**src/sv/skvt_pkg.sv**
```systemverilog
// ----------------------------------------------------------------------------
// skvt_pkg
// Request and result types, opcodes and controller states for the sorted
// key/value table.
// ----------------------------------------------------------------------------
package skvt_pkg;

  localparam int KEY_W   = 64;
  localparam int VALUE_W = 64;
  localparam int OP_W    = 3;
  localparam int COUNT_W = 5;

  localparam logic [OP_W-1:0] OP_ACCESS   = 3'd0;
  localparam logic [OP_W-1:0] OP_WRITE    = 3'd1;
  localparam logic [OP_W-1:0] OP_CONTAINS = 3'd2;
  localparam logic [OP_W-1:0] OP_ERASE    = 3'd3;
  localparam logic [OP_W-1:0] OP_CLEAR    = 3'd4;

  typedef struct packed {
    logic [OP_W-1:0]    opcode;
    logic [KEY_W-1:0]   key;
    logic [VALUE_W-1:0] value_in;
  } req_t;

  typedef struct packed {
    logic [VALUE_W-1:0] value_out;
    logic               found;
    logic [COUNT_W-1:0] entry_count;
    logic               full_flag;
  } rsp_t;

  typedef enum logic [1:0] {
    S_IDLE,
    S_PROBE,
    S_CMP,
    S_MOVE
  } state_t;

endpackage

```
**src/sv/sorted_key_value_table.sv**
```systemverilog
// ----------------------------------------------------------------------------
// sorted_key_value_table
// Key/value table kept in ascending key order in two synchronous RAMs;
// lookup by binary search, insert and erase by shifting entries.
// ----------------------------------------------------------------------------
//  channel   signals               direction  accepted when
//  request   start, request        in         start && !busy
//  result    done, result          out        every cycle done is high
//
//  Clear and unused opcodes are answered from idle, with no search. Other
//  requests run a binary search (one RAM read, one compare per step), then
//  insert or erase shifts entries, one entry per cycle through the single
//  read port. Synchronous reset empties the table at once; the RAMs are not
//  cleared. The result strobe lasts one cycle and cannot be stalled; a new
//  request may start in the cycle the result is shown.
// ----------------------------------------------------------------------------
module sorted_key_value_table #(
  parameter int TABLE_DEPTH = 16,
  parameter int KEY_BITS    = 64,
  parameter int VALUE_BITS  = 64
) (
  input  logic          clk,
  input  logic          rst,
  input  logic          start,
  output logic          busy,
  input  skvt_pkg::req_t request,
  output logic          done,
  output skvt_pkg::rsp_t result
);
  import skvt_pkg::*;

  localparam int AW = (TABLE_DEPTH > 1) ? $clog2(TABLE_DEPTH) : 1;
  localparam int CW = $clog2(TABLE_DEPTH + 1);

  // storage
  logic [KEY_BITS-1:0]   key_mem [TABLE_DEPTH];
  logic [VALUE_BITS-1:0] val_mem [TABLE_DEPTH];
  logic [KEY_BITS-1:0]   key_rd;
  logic [VALUE_BITS-1:0] val_rd;

  // control
  state_t                state, state_next;
  logic [OP_W-1:0]       op, op_next;
  logic [KEY_BITS-1:0]   key_q, key_q_next;
  logic [VALUE_BITS-1:0] val_q, val_q_next;
  logic [CW-1:0]         lo, lo_next;
  logic [CW-1:0]         hi, hi_next;
  logic [CW-1:0]         count, count_next;
  logic [CW-1:0]         moves, moves_next;
  logic [AW-1:0]         idx, idx_next;
  logic [AW-1:0]         last, last_next;
  logic                  fin, fin_next;
  logic                  pend, pend_next;
  logic                  dn, dn_next;
  logic                  done_next;
  rsp_t                  result_next;

  logic                  rd_en;
  logic [AW-1:0]         rd_addr;
  logic                  we;
  logic [AW-1:0]         wa;
  logic [KEY_BITS-1:0]   wk;
  logic [VALUE_BITS-1:0] wv;
  logic [CW-1:0]         mid;
  logic                  hit;

  function automatic rsp_t make_rsp(input logic [VALUE_BITS-1:0] v, input logic f,
                                    input logic [CW-1:0] c, input logic full);
    rsp_t r;
    r.value_out   = VALUE_W'(v);
    r.found       = f;
    r.entry_count = COUNT_W'(c);
    r.full_flag   = full;
    return r;
  endfunction

  assign mid  = lo + ((hi - lo) >> 1);
  assign hit  = (lo < count) && (key_rd == key_q);
  assign busy = (state != S_IDLE);

  always_ff @(posedge clk) begin
    if (we) begin
      key_mem[wa] <= wk;
      val_mem[wa] <= wv;
    end
  end

  always_ff @(posedge clk) begin
    if (rd_en) begin
      key_rd <= key_mem[rd_addr];
      val_rd <= val_mem[rd_addr];
    end
  end

  always_ff @(posedge clk) begin
    if (rst) begin
      state <= S_IDLE;
      count <= '0;
      done  <= 1'b0;
      pend  <= 1'b0;
    end else begin
      state <= state_next;
      count <= count_next;
      done  <= done_next;
      pend  <= pend_next;
    end
    op     <= op_next;
    key_q  <= key_q_next;
    val_q  <= val_q_next;
    lo     <= lo_next;
    hi     <= hi_next;
    moves  <= moves_next;
    idx    <= idx_next;
    last   <= last_next;
    fin    <= fin_next;
    dn     <= dn_next;
    result <= result_next;
  end

  always_comb begin
    state_next  = state;
    op_next     = op;
    key_q_next  = key_q;
    val_q_next  = val_q;
    lo_next     = lo;
    hi_next     = hi;
    count_next  = count;
    moves_next  = moves;
    idx_next    = idx;
    last_next   = last;
    fin_next    = fin;
    pend_next   = pend;
    dn_next     = dn;
    done_next   = 1'b0;
    result_next = result;
    rd_en       = 1'b0;
    rd_addr     = '0;
    we          = 1'b0;
    wa          = '0;
    wk          = key_q;
    wv          = val_q;

    case (state)
      S_IDLE: begin
        if (start) begin
          op_next    = request.opcode;
          key_q_next = request.key[KEY_BITS-1:0];
          val_q_next = request.value_in[VALUE_BITS-1:0];
          lo_next    = '0;
          hi_next    = count;
          if (request.opcode == OP_CLEAR) begin
            count_next  = '0;
            done_next   = 1'b1;
            result_next = make_rsp('0, 1'b0, '0, 1'b0);
          end else if (request.opcode > OP_CLEAR) begin
            done_next   = 1'b1;
            result_next = make_rsp('0, 1'b0, count, 1'b0);
          end else begin
            state_next = S_PROBE;
          end
        end
      end

      S_PROBE: begin
        if (lo < hi) begin
          rd_en    = 1'b1;
          rd_addr  = mid[AW-1:0];
          fin_next = 1'b0;
        end else begin
          // final read at the lower bound, only if it holds an entry
          rd_en    = (lo < count);
          rd_addr  = lo[AW-1:0];
          fin_next = 1'b1;
        end
        state_next = S_CMP;
      end

      S_CMP: begin
        if (!fin) begin
          if (key_rd < key_q) lo_next = mid + CW'(1);
          else                hi_next = mid;
          state_next = S_PROBE;
        end else begin
          state_next = S_IDLE;
          case (op)
            OP_CONTAINS: begin
              done_next   = 1'b1;
              result_next = make_rsp('0, hit, count, 1'b0);
            end
            OP_ACCESS, OP_WRITE: begin
              if (hit) begin
                if (op == OP_WRITE) begin
                  we = 1'b1;
                  wa = lo[AW-1:0];
                  wv = val_q;
                end
                done_next   = 1'b1;
                result_next = make_rsp((op == OP_WRITE) ? val_q : val_rd, 1'b1, count, 1'b0);
              end else if (count >= CW'(TABLE_DEPTH)) begin
                done_next   = 1'b1;
                result_next = make_rsp('0, 1'b0, count, 1'b1);
              end else begin
                moves_next = count - lo;
                idx_next   = AW'(count - CW'(1));
                dn_next    = 1'b0;
                pend_next  = 1'b0;
                state_next = S_MOVE;
              end
            end
            OP_ERASE: begin
              if (hit) begin
                moves_next = count - lo - CW'(1);
                idx_next   = AW'(lo + CW'(1));
                dn_next    = 1'b1;
                pend_next  = 1'b0;
                state_next = S_MOVE;
              end else begin
                done_next   = 1'b1;
                result_next = make_rsp('0, 1'b0, count, 1'b0);
              end
            end
            default: begin
              done_next   = 1'b1;
              result_next = make_rsp('0, 1'b0, count, 1'b0);
            end
          endcase
        end
      end

      S_MOVE: begin
        // read one entry per cycle, write it one slot over the next cycle
        if (pend) begin
          we = 1'b1;
          wa = dn ? (last - AW'(1)) : (last + AW'(1));
          wk = key_rd;
          wv = val_rd;
        end
        if (moves != '0) begin
          rd_en      = 1'b1;
          rd_addr    = idx;
          last_next  = idx;
          idx_next   = dn ? (idx + AW'(1)) : (idx - AW'(1));
          moves_next = moves - CW'(1);
          pend_next  = 1'b1;
        end else begin
          pend_next = 1'b0;
          if (!pend) begin
            state_next = S_IDLE;
            done_next  = 1'b1;
            if (dn) begin
              count_next  = count - CW'(1);
              result_next = make_rsp('0, 1'b1, count - CW'(1), 1'b0);
            end else begin
              we          = 1'b1;
              wa          = lo[AW-1:0];
              wk          = key_q;
              wv          = (op == OP_WRITE) ? val_q : '0;
              count_next  = count + CW'(1);
              result_next = make_rsp((op == OP_WRITE) ? val_q : '0, 1'b0,
                                     count + CW'(1), 1'b0);
            end
          end
        end
      end

      default: state_next = S_IDLE;
    endcase
  end

  a_done_idle: assert property (@(posedge clk) disable iff (rst)
    done |-> state == S_IDLE)
    else $error("result strobe while controller busy");

  a_count_range: assert property (@(posedge clk) disable iff (rst)
    count <= CW'(TABLE_DEPTH))
    else $error("entry count above table depth");

  a_full_only_when_full: assert property (@(posedge clk) disable iff (rst)
    done && result.full_flag |-> !result.found && count == CW'(TABLE_DEPTH))
    else $error("refused insert while table not full");

  a_start_progress: assert property (@(posedge clk) disable iff (rst)
    start && !busy |=> busy || done)
    else $error("accepted request produced neither work nor result");

  a_moves_bound: assert property (@(posedge clk) disable iff (rst)
    state == S_MOVE |-> moves <= count)
    else $error("shift length exceeds entry count");

endmodule

```
**config.mk**
```make
export PLATFORM = sky130hd
export DESIGN_NAME = sorted_key_value_table
export DESIGN_NICKNAME = d
export VERILOG_FILES = /design/src/sv/skvt_pkg.sv /design/src/sv/sorted_key_value_table.sv
export SDC_FILE = /design/constraint.sdc
export NUM_CORES = 2
export LEC_CHECK = 0
export BUFFER_PORTS_ARGS = -buffer_cell sky130_fd_sc_hd__buf_2
export CORE_ASPECT_RATIO = 0.9
export CORE_MARGIN = 4
export CORE_UTILIZATION = 45
export DETAILED_ROUTE_END_ITERATION = 6
export GPL_ROUTABILITY_DRIVEN = 0
export PLACE_DENSITY_LB_ADDON = 0.15
export SYNTH_ARGS = -nofsm -noshare
export SYNTH_HDL_FRONTEND = slang
export SYNTH_SLANG_ARGS = --single-unit
```
**constraint.sdc**
```tcl
create_clock -name clk -period 43.7 [get_ports clk]
set_input_delay 13.11 -clock clk [delete_from_list [all_inputs] [get_ports clk]]
set_output_delay 13.11 -clock clk [all_outputs]
set_load 0.03 [all_outputs]
```
==> out/qor.csv <==
stage,metric,value,unit
critical_path,Crit Reg-Reg Startpoint,lo[1]$_SDFFCE_PN0P_,
clocking,CTS tree,yes,
synthesis,Ys Warns,0,
sta,actual slew at the worst max-slew pin,1.22,ns
clocking,CTS root buffer,clkbuf_16,
run_status,outcome,"finished, final reports clean",
synthesis,post-synthesis cell type count,66,
clocking,Resize count post-CTS,0,
floorplan,I/O pin count,207,
sta,setup TNS,0,ns
synthesis,Netlist Area Pre-Place,0.0952,mm2
grt,first-pass GRT wire length,365000,um
place,placed insts,9262,
finish,Layout Cells excl Fill,9685,
pwr,clock group share of total power,0.387,
clocking,htree depth,4,
critical_path,reg2reg end,val_rd[37]$_DFFE_PP_,
sta,worst hold slack,0.512,ns
pwr,Pwr per Cell Area,47.1,mW/mm2
critical_path,FF-to-FF path depth,16,
pwr,maximum vdd drop,40.8,uV
clocking,CTS Buf Count,237,
detailed_routing,DR DRC count,0,
clocking,Skew-Pair Late Insertion Delay,0.87,ns
critical_path,crit-path cells,nor2_1 -> inv_1 -> buf_2,
sta,Final Setup Violations,0,
clocking,Worst-path clk slew,0.06,ns
synthesis,average footprint of a synthesized cell,14.8,um2
detailed_routing,post-route ant nets,0,
critical_path,CP peak stage delay,0.56,ns
pwr,Flop pwr share,0.521,
sta,RSZ-0062 raised after global routing,false,
worst_hold_path,hold path depth,0,
sta,Final Cycle Share,0.342,
clocking,Max clock buf depth,3,
finish,Final Core Density,0.510,
synthesis,largest cells by area after synthesis,"edfxtp_1 76%, nand2_1 6.6%, mux2i_1 4.0%, a21oi_1 1.6%, a22o_1 1.2%",
synthesis,Yosys reg bits,2412,
critical_path,CP Class,register to output port,
finish,synthesis-to-layout area growth,12.3,%
sta,max-slew violation total from the final report,0,
synthesis,top cell type's share of synthesized area,0.758,
grt,largest net degree at the start of global routing,161,
sta,fmax,0.0669,GHz
place,IO Port Bufs,206,
sta,Rel. slew slack,0.180,
place,post-detail-place hpwl,125000,um
sta,Final Hold Viols,0,
worst_hold_path,Hold Startpoint,idx[2]$_DFFE_PP_,
synthesis,Synth Flop Type,edfxtp_1,
detailed_routing,vias per cell,5.71,
critical_path,crit end category,output port,
floorplan,Die ar.,0.219,mm2
floorplan,Initial Utilization,0.455,
synthesis,Post-Syn Instances,6452,
grt,grt total ovfl,0,
floorplan,die width,493,um
critical_path,Critical Path AT,1.83,ns
critical_path,startpoint class of the critical path,register,
pwr,Comb power frac,0.093,
grt,vias in the first global route,53200,
synthesis,number of enable flip-flop cells after synthesis,2403,
grt,antenna violations before repair,3,
critical_path,Crit-path slowest cell,dfxtp_1,
detailed_routing,1st-iter DRT viols,5781,
pwr,switch share,0.239,
pwr,Lkg Pwr,37.7,nW
floorplan,Core Box Area,0.209,mm2
clocking,postcts setup bufs,0,
finish,share of cells above drive strength 1,0.106,
detailed_routing,Via Count,55300,
detailed_routing,routed len/inst,26.0,um
synthesis,largest area contributor in the netlist,edfxtp_1,
job,max_cap viols,0,
critical_path,Crit Path Max Fanout,13,
finish,Nets,6912,
pwr,Power Internal,3.83,mW
floorplan,die extent in y,444,um
pwr,Sw Pwr,1.20,mW
synthesis,"Seq/Total Area, Yosys",0.760,
floorplan,std cell rows,159,
worst_hold_path,Hold Path Class,register to register,
synthesis,ys async rst share,0,
clocking,hold_buf cts,0,
clocking,clk sinks,2412,
sta,clk_skew,0.0454,ns
synthesis,Synth Net Count,6680,
detailed_routing,router iterations before antenna repair,5,
critical_path,r2r setup slk,35.96,ns
worst_hold_path,Worst Hold Path EP,last[2]$_DFFE_PP_,
critical_path,worst path required time,30.59,ns
detailed_routing,Total Routed Length,252000,um
grt,GRT Total Usage,0.225,
sta,post-layout minimum cycle time,14.94,ns
==> worst max-delay path: cells and delay by family (launching register included) <==
kind                   cells  cell delay (ns)
buffers and inverters      2             0.32
flip-flops                 1             0.56
AND/OR/NAND/NOR            1             0.13
==> placed cells by master (no fill, tap or decap), drive strengths merged, types with 4 or more instances in the layout <==
cell type / Yosys / final
a211oi: 10 / 10
a21boi: 4 / 4
a21o: 26 / 26
a21oi: 302 / 302
a221oi: 127 / 127
a22o: 128 / 128
a22oi: 128 / 128
a31oi: 4 / 4
a32oi: 128 / 128
and2: 5 / 5
and3: 7 / 7
buf: 216 / 375
bufinv: 0 / 16
clkbuf: 166 / 299
clkinv: 0 / 96
clkinvlp: 0 / 5
dfxtp: 9 / 9
edfxtp: 2403 / 2403
fa: 5 / 5
ha: 89 / 89
inv: 90 / 95
mux2i: 384 / 384
nand2: 1663 / 1663
nand3: 145 / 145
nand4: 20 / 20
nor2: 62 / 62
nor2b: 8 / 8
nor3: 14 / 14
nor4: 4 / 4
nor4b: 5 / 5
o211ai: 7 / 7
o21ai: 100 / 100
o22ai: 128 / 128
xnor2: 19 / 19
xor2: 10 / 10
==> Yosys cell counts (3+ instances only) <==
cell / count
o21ai_0: 98
nand2b_1: 3
nor2b_1: 8
fa_1: 5
buf_2: 158
nand2_1: 1663
a221oi_1: 127
buf_1: 18
clkbuf_1: 165
dfxtp_1: 9
nor4b_1: 5
a22o_1: 128
a21o_1: 26
nor2_1: 61
a21oi_1: 301
or3_1: 3
and3_1: 7
nor3_1: 13
o211ai_1: 6
nand4_1: 20
and2_1: 4
a21boi_0: 4
buf_4: 39
inv_1: 90
ha_1: 89
nand3_1: 145
edfxtp_1: 2403
nor4_1: 4
o22ai_1: 128
a32oi_1: 128
a211oi_1: 10
mux2i_1: 384
xnor2_1: 19
a22oi_1: 128
a31oi_1: 4
xor2_1: 10
==> power groups by stage <==
stage / sequential (mW) / combinational, mW / clock (mW)
6_report: 2.62 / 0.467 / 1.95
4_1_cts: 2.62 / 0.469 / 1.99
2_1_floorplan: 2.67 / 0.305 / 0
5_1_grt: 2.62 / 0.514 / 2.09
3_5_place_dp: 2.67 / 0.467 / 0
3_3_place_gp: 2.67 / 0.462 / 0
==> layer usage <==
layer,GRT usage,share of wire
met4,0.0556,0.022
met3,0.0376,0.073
met1,0.324,0.44
met5,0,0
met2,0.359,0.47
==> cells by family (layout without fill, tap and decap cells) <==
family                     count (synthesis)  after routing  share of synthesized area
other                                      0              2                          0
muxes                                    386            386                     0.0406
DFF                                     2412           2412                      0.760
adders and majority gates                 94             94                     0.0127
xor gates and xnor gates                  29             29                    0.00267
and+or+nand+nor                         1945           1945                     0.0808
buffers and inverters                    472            886                     0.0223
AOI/OAI and AO/OA                       1114           1114                     0.0811
==> flip-flops by register name, summed over array words and instances (netlist names), 64 cells and up <==
name	cells
key_mem	1024
val_mem	1024
key_rd	64
val_rd	64
val_q	64
key_q	64
result	71
==> stage by stage <==
| step | setup WS, ns | power (mW) | instance area, um2 |
|---|---|---|---|
| 2_1_floorplan | 25.06 | 2.98 | 95200 |
| 3_3_place_gp | 28.53 | 3.13 | 99600 |
| 3_5_place_dp | 28.41 | 3.14 | 99600 |
| 4_1_cts | 28.70 | 5.08 | 107000 |
| 5_1_grt | 28.62 | 5.23 | 107000 |
| 6_report | 28.76 | 5.04 | 107000 |
==> worst max-delay path by stage <==
stage                                from             endpoint  slack (ns)
floorplan                           start  result[0]$_DFFE_PP_       25.06
global placement                    start  val_q[10]$_DFFE_PP_       28.53
detailed placement                  start  val_q[10]$_DFFE_PP_       28.41
CTS                 state[0]$_SDFFE_PP0P_                 busy       28.70
global route        state[0]$_SDFFE_PP0P_                 busy       28.62
finish              state[0]$_SDFFE_PP0P_                 busy       28.76
==> final cells by class <==
cell class	instances	area, um2
Inverter	90	345
Clock buffer	299	6210
Sequential cell	2412	72300
Timing Repair Buffer	375	2440
Tap cell	2817	3520
Antenna cell	2	5.00
Fill cell	17400	103000
Clock inverter	122	1100
Multi-Input combinational cell	3568	21000
Note: power is estimated with default switching activity, not from simulation.
